$ cat src/rtl/sha256_pkg.sv
// ----------------------------------------------------------------------------
// SHA-256 package
// Request types, constants, round constants and the round functions.
// ----------------------------------------------------------------------------
package sha256_pkg;

  localparam int BLOCK_BYTES     = 64;
  localparam int LEN_POS         = 56;
  localparam int ROUNDS          = 64;
  localparam int DIGEST_WORDS    = 8;
  localparam int QUEUE_DEPTH_DEF = 4;

  localparam logic [7:0] PAD_BYTE = 8'h80;

  typedef struct packed {
    logic [7:0] data_byte;
    logic       byte_present;
    logic       message_end;
  } in_req_t;

  typedef struct packed {
    logic [31:0] digest_word;
    logic [2:0]  word_number;
    logic        last_word;
  } out_req_t;

  typedef struct packed {
    logic [31:0] word;
    logic        tail;
  } queue_entry_t;

  localparam logic [31:0] HASH_IV [0:7] = '{
    32'h6a09e667, 32'hbb67ae85, 32'h3c6ef372, 32'ha54ff53a,
    32'h510e527f, 32'h9b05688c, 32'h1f83d9ab, 32'h5be0cd19
  };

  localparam logic [31:0] ROUND_K [0:63] = '{
    32'h428a2f98, 32'h71374491, 32'hb5c0fbcf, 32'he9b5dba5,
    32'h3956c25b, 32'h59f111f1, 32'h923f82a4, 32'hab1c5ed5,
    32'hd807aa98, 32'h12835b01, 32'h243185be, 32'h550c7dc3,
    32'h72be5d74, 32'h80deb1fe, 32'h9bdc06a7, 32'hc19bf174,
    32'he49b69c1, 32'hefbe4786, 32'h0fc19dc6, 32'h240ca1cc,
    32'h2de92c6f, 32'h4a7484aa, 32'h5cb0a9dc, 32'h76f988da,
    32'h983e5152, 32'ha831c66d, 32'hb00327c8, 32'hbf597fc7,
    32'hc6e00bf3, 32'hd5a79147, 32'h06ca6351, 32'h14292967,
    32'h27b70a85, 32'h2e1b2138, 32'h4d2c6dfc, 32'h53380d13,
    32'h650a7354, 32'h766a0abb, 32'h81c2c92e, 32'h92722c85,
    32'ha2bfe8a1, 32'ha81a664b, 32'hc24b8b70, 32'hc76c51a3,
    32'hd192e819, 32'hd6990624, 32'hf40e3585, 32'h106aa070,
    32'h19a4c116, 32'h1e376c08, 32'h2748774c, 32'h34b0bcb5,
    32'h391c0cb3, 32'h4ed8aa4a, 32'h5b9cca4f, 32'h682e6ff3,
    32'h748f82ee, 32'h78a5636f, 32'h84c87814, 32'h8cc70208,
    32'h90befffa, 32'ha4506ceb, 32'hbef9a3f7, 32'hc67178f2
  };

  function automatic logic [31:0] big_sigma0(input logic [31:0] x);
    return {x[1:0], x[31:2]} ^ {x[12:0], x[31:13]} ^ {x[21:0], x[31:22]};
  endfunction

  function automatic logic [31:0] big_sigma1(input logic [31:0] x);
    return {x[5:0], x[31:6]} ^ {x[10:0], x[31:11]} ^ {x[24:0], x[31:25]};
  endfunction

  function automatic logic [31:0] small_sigma0(input logic [31:0] x);
    return {x[6:0], x[31:7]} ^ {x[17:0], x[31:18]} ^ {3'b000, x[31:3]};
  endfunction

  function automatic logic [31:0] small_sigma1(input logic [31:0] x);
    return {x[16:0], x[31:17]} ^ {x[18:0], x[31:19]} ^ {10'b0, x[31:10]};
  endfunction

endpackage

$ cat src/rtl/sha256_front.sv
// ----------------------------------------------------------------------------
// SHA-256 front end
// Accepts message bytes, appends padding and length, and packs 32-bit words.
// ----------------------------------------------------------------------------
module sha256_front import sha256_pkg::*; (
  input  logic         clk,
  input  logic         rst,
  input  logic         in_valid,
  output logic         in_stall,
  input  in_req_t      in_req,
  output logic         q_push,
  output queue_entry_t q_entry,
  input  logic         q_full
);

  localparam logic [1:0] F_IDLE = 2'd0;
  localparam logic [1:0] F_ONE  = 2'd1;
  localparam logic [1:0] F_ZERO = 2'd2;
  localparam logic [1:0] F_LEN  = 2'd3;

  localparam logic [5:0] LEN_START = 6'(LEN_POS);
  localparam logic [5:0] LAST_POS  = 6'(BLOCK_BYTES - 1);

  logic [1:0]  fstate;
  logic [5:0]  fill;
  logic [5:0]  fill_next;
  logic [23:0] part;
  logic [63:0] bit_count;
  logic [63:0] len_shift;
  logic        in_fire;
  logic        pad_go;
  logic        inj;
  logic [7:0]  inj_byte;

  assign in_stall  = (fstate != F_IDLE) || q_full;
  assign in_fire   = in_valid && !in_stall;
  assign pad_go    = (fstate != F_IDLE) && !q_full;
  assign fill_next = fill + 6'd1;
  assign len_shift = bit_count >> {~fill[2:0], 3'b000};

  always_comb begin
    inj      = 1'b0;
    inj_byte = in_req.data_byte;
    unique case (fstate)
      F_IDLE: begin
        inj      = in_fire && in_req.byte_present;
        inj_byte = in_req.data_byte;
      end
      F_ONE: begin
        inj      = pad_go;
        inj_byte = PAD_BYTE;
      end
      F_ZERO: begin
        inj      = pad_go;
        inj_byte = 8'h00;
      end
      F_LEN: begin
        inj      = pad_go;
        inj_byte = len_shift[7:0];
      end
      default: begin
        inj = 1'b0;
      end
    endcase
  end

  assign q_push       = inj && (fill[1:0] == 2'b11);
  assign q_entry.word = {part, inj_byte};
  assign q_entry.tail = (fstate == F_LEN) && (fill == LAST_POS);

  always_ff @(posedge clk) begin
    if (inj) begin
      part <= {part[15:0], inj_byte};
    end
  end

  always_ff @(posedge clk) begin
    if (rst) begin
      fstate    <= F_IDLE;
      fill      <= '0;
      bit_count <= '0;
    end else begin
      if (inj) begin
        fill <= fill_next;
      end
      if (in_fire && in_req.byte_present) begin
        bit_count <= bit_count + 64'd8;
      end
      unique case (fstate) inside
        F_IDLE: begin
          if (in_fire && in_req.message_end) begin
            fstate <= F_ONE;
          end
        end
        F_ONE, F_ZERO: begin
          if (pad_go) begin
            fstate <= (fill_next == LEN_START) ? F_LEN : F_ZERO;
          end
        end
        F_LEN: begin
          if (pad_go && (fill == LAST_POS)) begin
            fstate    <= F_IDLE;
            bit_count <= '0;
          end
        end
        default: begin
          fstate <= F_IDLE;
        end
      endcase
    end
  end

endmodule

$ cat src/rtl/sha256_queue.sv
// ----------------------------------------------------------------------------
// SHA-256 word queue
// Short first-in first-out buffer of message words between front and core.
// ----------------------------------------------------------------------------
module sha256_queue import sha256_pkg::*; #(
  parameter int DEPTH = QUEUE_DEPTH_DEF
) (
  input  logic         clk,
  input  logic         rst,
  input  logic         push,
  input  queue_entry_t push_entry,
  output logic         full,
  input  logic         pop,
  output queue_entry_t head,
  output logic         head_valid
);

  localparam int PTR_W = (DEPTH > 1) ? $clog2(DEPTH) : 1;
  localparam int CNT_W = $clog2(DEPTH + 1);

  localparam logic [PTR_W-1:0] PTR_LAST = PTR_W'(DEPTH - 1);
  localparam logic [CNT_W-1:0] CNT_FULL = CNT_W'(DEPTH);

  queue_entry_t     slots [DEPTH];
  logic [PTR_W-1:0] rd_ptr;
  logic [PTR_W-1:0] wr_ptr;
  logic [CNT_W-1:0] count;
  logic             push_ok;
  logic             pop_ok;

  assign full       = (count == CNT_FULL);
  assign head_valid = (count != '0);
  assign head       = slots[rd_ptr];
  assign push_ok    = push && !full;
  assign pop_ok     = pop && head_valid;

  always_ff @(posedge clk) begin
    if (push_ok) begin
      slots[wr_ptr] <= push_entry;
    end
  end

  always_ff @(posedge clk) begin
    if (rst) begin
      rd_ptr <= '0;
      wr_ptr <= '0;
      count  <= '0;
    end else begin
      if (push_ok) begin
        wr_ptr <= (wr_ptr == PTR_LAST) ? '0 : wr_ptr + PTR_W'(1);
      end
      if (pop_ok) begin
        rd_ptr <= (rd_ptr == PTR_LAST) ? '0 : rd_ptr + PTR_W'(1);
      end
      if (push_ok && !pop_ok) begin
        count <= count + CNT_W'(1);
      end else if (pop_ok && !push_ok) begin
        count <= count - CNT_W'(1);
      end
    end
  end

endmodule

$ cat src/rtl/sha256_core.sv
// ----------------------------------------------------------------------------
// SHA-256 compression core
// Runs one round per cycle while fed, folds blocks into the hash and emits the digest.
// ----------------------------------------------------------------------------
module sha256_core import sha256_pkg::*; (
  input  logic         clk,
  input  logic         rst,
  input  logic         q_valid,
  input  queue_entry_t q_head,
  output logic         q_pop,
  output logic         out_valid,
  input  logic         out_stall,
  output out_req_t     out_req
);

  localparam logic [1:0] C_RUN  = 2'd0;
  localparam logic [1:0] C_ADD  = 2'd1;
  localparam logic [1:0] C_EMIT = 2'd2;

  localparam logic [5:0] LAST_ROUND = 6'(ROUNDS - 1);
  localparam logic [5:0] LOAD_LAST  = 6'd15;
  localparam logic [2:0] LAST_WORD  = 3'(DIGEST_WORDS - 1);

  logic [1:0]  state;
  logic [5:0]  round;
  logic [2:0]  emit_idx;
  logic        blk_tail;
  logic [31:0] hash  [8];
  logic [31:0] work  [8];
  logic [31:0] sched [16];
  logic [31:0] wx;
  logic [31:0] wx_next;
  logic [31:0] w_cur;
  logic [31:0] t1;
  logic [31:0] t2;
  logic        loading;
  logic        round_go;
  logic        out_load;

  assign loading  = (round[5:4] == 2'b00);
  assign round_go = (state == C_RUN) && (!loading || q_valid);
  assign q_pop    = (state == C_RUN) && loading && q_valid;
  assign w_cur    = loading ? q_head.word : wx;
  assign out_load = (state == C_EMIT) && (!out_valid || !out_stall);

  assign wx_next = small_sigma1(sched[15]) + sched[10] + small_sigma0(sched[2]) + sched[1];
  assign t1 = work[7] + big_sigma1(work[4]) + ((work[4] & work[5]) ^ (~work[4] & work[6]))
            + ROUND_K[round] + w_cur;
  assign t2 = big_sigma0(work[0])
            + ((work[0] & work[1]) ^ (work[0] & work[2]) ^ (work[1] & work[2]));

  always_ff @(posedge clk) begin
    if (round_go) begin
      for (int i = 0; i < 15; i++) begin
        sched[i] <= sched[i+1];
      end
      sched[15] <= w_cur;
      wx        <= wx_next;
      if (round == LOAD_LAST) begin
        blk_tail <= q_head.tail;
      end
    end
    if (out_load) begin
      out_req.digest_word <= hash[emit_idx];
      out_req.word_number <= emit_idx;
      out_req.last_word   <= (emit_idx == LAST_WORD);
    end
  end

  always_ff @(posedge clk) begin
    if (rst) begin
      state    <= C_RUN;
      round    <= '0;
      emit_idx <= '0;
      for (int i = 0; i < 8; i++) begin
        hash[i] <= HASH_IV[i];
        work[i] <= HASH_IV[i];
      end
    end else begin
      unique case (state)
        C_RUN: begin
          if (round_go) begin
            round   <= round + 6'd1;
            work[7] <= work[6];
            work[6] <= work[5];
            work[5] <= work[4];
            work[4] <= work[3] + t1;
            work[3] <= work[2];
            work[2] <= work[1];
            work[1] <= work[0];
            work[0] <= t1 + t2;
            if (round == LAST_ROUND) begin
              state <= C_ADD;
            end
          end
        end
        C_ADD: begin
          for (int i = 0; i < 8; i++) begin
            hash[i] <= hash[i] + work[i];
            work[i] <= hash[i] + work[i];
          end
          emit_idx <= '0;
          state    <= blk_tail ? C_EMIT : C_RUN;
        end
        C_EMIT: begin
          if (out_load) begin
            emit_idx <= emit_idx + 3'd1;
            if (emit_idx == LAST_WORD) begin
              state <= C_RUN;
              for (int i = 0; i < 8; i++) begin
                hash[i] <= HASH_IV[i];
                work[i] <= HASH_IV[i];
              end
            end
          end
        end
        default: begin
          state <= C_RUN;
        end
      endcase
    end
  end

  always_ff @(posedge clk) begin
    if (rst) begin
      out_valid <= 1'b0;
    end else if (out_load) begin
      out_valid <= 1'b1;
    end else if (!out_stall) begin
      out_valid <= 1'b0;
    end
  end

endmodule

$ cat src/rtl/sha256_hash_engine.sv
// ----------------------------------------------------------------------------
// SHA-256 hash engine
// Byte-serial SHA-256: a front end pads and packs words, a queue decouples
// it from a one-round-per-cycle compression core that emits the digest.
// ----------------------------------------------------------------------------
// Input requests carry one message byte (when byte_present is set) and may
// close the message with message_end; a closing request may carry no byte,
// and sent alone it hashes an empty message. Output requests carry the
// eight digest words in order, word_number 0 first, last_word on the eighth.
// The front end takes at most one byte per cycle and packs four bytes into
// each queued word. After a closing request it holds in_stall high while it
// writes the padding, one byte per cycle (9 to 72 bytes), and longer while
// the queue is full.
// For each 64-byte block the core runs 16 rounds fed from the queue, then 48
// rounds on the expanded schedule, and folds the result into the hash. The
// load rounds wait on the queue for words packed by the front end. After the
// final block is folded in, the eight digest words leave at one per cycle
// while out_stall is low.
// Reset clears the queue, the byte count and the output, and loads the
// initial hash values. While out_stall is high the output word holds, the
// core waits, the queue fills and in_stall rises.
// ----------------------------------------------------------------------------
module sha256_hash_engine import sha256_pkg::*; #(
  parameter int QUEUE_DEPTH = QUEUE_DEPTH_DEF
) (
  input  logic     clk,
  input  logic     rst,
  input  logic     in_valid,
  output logic     in_stall,
  input  in_req_t  in_req,
  output logic     out_valid,
  input  logic     out_stall,
  output out_req_t out_req
);

  logic         q_push;
  logic         q_full;
  logic         q_pop;
  logic         q_valid;
  queue_entry_t q_entry;
  queue_entry_t q_head;

  sha256_front u_front (
    .clk      (clk),
    .rst      (rst),
    .in_valid (in_valid),
    .in_stall (in_stall),
    .in_req   (in_req),
    .q_push   (q_push),
    .q_entry  (q_entry),
    .q_full   (q_full)
  );

  sha256_queue #(
    .DEPTH (QUEUE_DEPTH)
  ) u_queue (
    .clk        (clk),
    .rst        (rst),
    .push       (q_push),
    .push_entry (q_entry),
    .full       (q_full),
    .pop        (q_pop),
    .head       (q_head),
    .head_valid (q_valid)
  );

  sha256_core u_core (
    .clk       (clk),
    .rst       (rst),
    .q_valid   (q_valid),
    .q_head    (q_head),
    .q_pop     (q_pop),
    .out_valid (out_valid),
    .out_stall (out_stall),
    .out_req   (out_req)
  );

endmodule

$ cat config.mk
export PLATFORM = sky130hd
export DESIGN_NAME = sha256_hash_engine
export DESIGN_NICKNAME = d
export VERILOG_FILES = /design/src/rtl/sha256_pkg.sv /design/src/rtl/sha256_front.sv /design/src/rtl/sha256_queue.sv /design/src/rtl/sha256_core.sv /design/src/rtl/sha256_hash_engine.sv
export SDC_FILE = /design/constraint.sdc
export NUM_CORES = 2
export LEC_CHECK = 0
export BUFFER_PORTS_ARGS = -buffer_cell sky130_fd_sc_hd__buf_2
export CORE_ASPECT_RATIO = 1.75
export CORE_MARGIN = 1.5
export CORE_UTILIZATION = 60
export CTS_BUF_LIST = sky130_fd_sc_hd__clkbuf_16
export CTS_CLUSTER_SIZE = 14
export DETAILED_ROUTE_END_ITERATION = 8
export PLACE_DENSITY = 0.8
export SYNTH_ARGS = -nofsm -noshare
export SYNTH_HDL_FRONTEND = slang
export SYNTH_HIERARCHICAL = 1
export SYNTH_SLANG_ARGS = --single-unit
$ cat constraint.sdc
create_clock -name clk -period 22.8 [get_ports clk]
set_input_delay 2.28 -clock clk [delete_from_list [all_inputs] [get_ports clk]]
set_output_delay 2.28 -clock clk [all_outputs]
set_load 0.05 [all_outputs]
==> flow_metrics.env <==
export IMPL_outcome="complete, but fails checks"
export IMPL_failed_checks="capacitance limit, slew limit"
export IMPL_worst_slew_pin_slew_ps=1550
export IMPL_routed_wl_mm=249
export IMPL_syn_nets=7381
export IMPL_grt_overflow=0
export IMPL_synth_seq_area_share=0.481
export IMPL_clk_latency_ps=790
export IMPL_synth_top_area_share=0.406
export IMPL_grt_start_max_net_pins=188
export IMPL_grt_pass1_vias=57094
export IMPL_nNetsFinal=7339
export IMPL_yosys_register_bits=1307
export IMPL_hold_path_depth=0
export IMPL_gp_congestion=1.08
export IMPL_slew_viol_final=10
export IMPL_path_clk_slew_ps=70
export IMPL_initial_utilization=0.604
export IMPL_wl_met3_mm=17.3
export IMPL_netlist_area_um2=75800
export IMPL_fmax_mhz=92.5
export IMPL_yosysMostFrequentCell="edfxtp_1"
export IMPL_synthCells=6768
export IMPL_end_kind="flop"
export IMPL_highest_layer="met5"
export IMPL_hold_class="flop to flop"
export IMPL_drt_pass1_iter_count=6
export IMPL_yosysWarnings=6
export IMPL_setup_tns_ps=0
export IMPL_die_w_um=272
export IMPL_crit_fanout=25
export IMPL_die_y_um=473
export IMPL_num_rows=172
export IMPL_core_region_area_um2=125000
export IMPL_syn_area_per_cell_um2=11.2
export IMPL_drc=0
export IMPL_dp_hpwl_mm=183
export IMPL_synth_edf_count=1025
export IMPL_critical_path_required_ps=23330
export IMPL_routed_via_density=6.67
export IMPL_slew_headroom=-0.0367
export IMPL_port_buffers=51
export IMPL_fp_dieArea_um2=128000
export IMPL_ioPinCount=52
export IMPL_grt_pass1_wl_mm=363
export IMPL_cp_start_kind="flop"
export IMPL_maxCapViolCount=3
export IMPL_wirelength_met1_mm=77.2
export IMPL_min_from="u_core/sched[1][153]$_DFFE_PP_"
export IMPL_hold_viol_final=0
export IMPL_holdBufCountCts=0
export IMPL_yosys_top_cells_area="edfxtp_1, dfxtp_1, ha_1"
export IMPL_holdPathEnd="u_core/sched[1][121]$_DFFE_PP_"
export IMPL_drt_iter0_drc=5608
export IMPL_clock_sinks=1307
export IMPL_root_buffer="clkbuf_16"
export IMPL_critical_path_class="flop to flop"
export IMPL_finalSetupViolCount=0
export IMPL_num_vias=56462
export IMPL_ctsResizeCount=0
export IMPL_nFillCells=9388
export IMPL_cts_setup_buffers=0
export IMPL_htreeDepth=3
export IMPL_wl_met2_mm=127
export IMPL_slowest_delay_ps=690
export IMPL_cts_tree="done"
export IMPL_antenna_found_initial=7
export IMPL_wl_per_cell_um=29.5
export IMPL_r2r_slack_ps=11990
export IMPL_ant_nets=0
export IMPL_rr_worst_depth=36
export IMPL_cts_buffers=118
export IMPL_track_usage=0.386
export IMPL_cp_arrival_ps=11340
export IMPL_timing_final_crit_share=0.474
export IMPL_syn2layout_area_growth_pct=7.68
export IMPL_cp_slowest_cell="o21ai_0"
export IMPL_netlist_top_cells_count="edfxtp_1, nand2_1, a21oi_1"
export IMPL_r2r_end="u_core/work[0][30]$_SDFFCE_PN1P_"
export IMPL_reg2reg_from="u_core/round[0]$_SDFFE_PP0P_"
export IMPL_rsz0062_at_grt="false"
export IMPL_clk_path_buf_depth=3
export IMPL_yosysTopAreaCell="edfxtp_1"
export IMPL_synth_cell_types=100
export IMPL_drive_gt1_frac=0.0840
export IMPL_fin_worst_skew_ps=71.3
export IMPL_period_needed_ps=10810
export IMPL_async_flop_share=0
export IMPL_synth_flop_cell="edfxtp_1"
[worst max-delay path: cells and delay by family, from the launching register on]
| family | cells | cell delay (ps) |
|---|---|---|
| AND/OR/NAND/NOR | 5 | 1660 |
| XOR/XNOR | 2 | 530 |
| AO/OA/AOI/OAI | 17 | 4390 |
| buffers and inverters | 6 | 1180 |
| adder cells (fa/ha/maj) | 6 | 2500 |
| flip-flops | 1 | 310 |
[state kept, by name (all words and copies together), names as in the netlist, named ones only]
register	cells
u_core/sched	480
u_core/hash	256
u_core/work	256
u_queue/slots	132
u_front/bit_count	61
u_core/out_req	36
u_core/wx	32
u_front/part	24
u_core/round	6
u_front/fill	6
u_core/emit_idx	3
u_queue/count	3
u_core/state	2
u_front/fstate	2
u_queue/rd_ptr	2
u_queue/wr_ptr	2
u_core/blk_tail	1
u_core/out_valid	1
[per-stage QoR]
step           std cells  area [um^2]  hold WS, ps   util  worst slack, ps
3_3_place_gp        8257        77700          400  0.620            12050
4_1_cts             8464        81500          397  0.650            12010
6_report            8466        81600          395  0.650            11990
5_1_grt             8466        81600          406  0.650            11560
2_1_floorplan       6768        75800          400      -             5810
3_5_place_dp        8258        77800          405  0.620            12050
[metal layers]
layer	vias to the layer above	track usage
met1	27749	0.383
met2	2968	0.679
li1	24693	-
met3	1046	0.0674
met4	6	0.359
met5	-	0
[kinds of logic after synthesis]
kind of cell             count (synthesis)  share of synthesized area
AND/OR/NAND/NOR                       1709                      0.104
XOR/XNOR                               601                     0.0698
adder cells (fa/ha/maj)                629                      0.122
multiplexers                           227                     0.0500
AO/OA/AOI/OAI                         1682                      0.142
flip-flops                            1307                      0.481
buffers and inverters                  613                     0.0312
[worst max path at each step]
stage                                              from                          endpoint  slack [ps]  cells after the start
final                      u_core/round[0]$_SDFFE_PP0P_  u_core/work[0][30]$_SDFFCE_PN1P_       11990                     36
after global routing       u_core/round[0]$_SDFFE_PP0P_  u_core/work[0][30]$_SDFFCE_PN1P_       11560                     36
after CTS                  u_core/round[0]$_SDFFE_PP0P_  u_core/work[0][30]$_SDFFCE_PN1P_       12010                     36
after detailed placement   u_core/round[0]$_SDFFE_PP0P_  u_core/work[0][30]$_SDFFCE_PN1P_       12050                     36
after global placement     u_core/round[0]$_SDFFE_PP0P_  u_core/work[0][30]$_SDFFCE_PN1P_       12050                     36
after floorplan           u_queue/count[0]$_SDFFE_PP0P_     u_core/work[0][216]$_DFFE_PP_        5810                      6
[area by class of cell]
cell class | count | area, um^2 | share of cell area
flip-flops and latches | 1307 | 36400 | 0.447
well taps | 1653 | 2070 | 0.0254
diodes | 1 | 2.50 | 0.0000307
clock inverters | 84 | 733 | 0.00899
multi-input cells | 4848 | 37100 | 0.455
inverters | 297 | 1130 | 0.0139
repair buffers | 154 | 1060 | 0.0130
clock buffers | 122 | 3050 | 0.0374
[cell usage in the layout (no fill, tap or decap), types with 36 or more instances in the layout]
master	n
dfxtp_1	275
a211oi_1	47
and3_1	47
edfxtp_1	1025
mux2_2	59
buf_2	52
mux4_2	115
a31oi_1	43
nand3_1	126
mux2i_1	53
and2_1	36
or3_1	58
clkbuf_16	122
buf_4	99
nor3_1	111
o21bai_1	46
o211ai_1	82
nand2_1	670
o21a_1	127
nand2b_1	69
inv_1	312
nand4_1	52
o21ai_0	344
xor2_1	172
fa_1	196
nor2_1	381
nor2b_1	39
xnor2_1	427
a21o_1	189
ha_1	403
a21oi_1	517
Power is not shown: default switching activity piles up to over one toggle a cycle in this logic, so the estimate is an artifact.
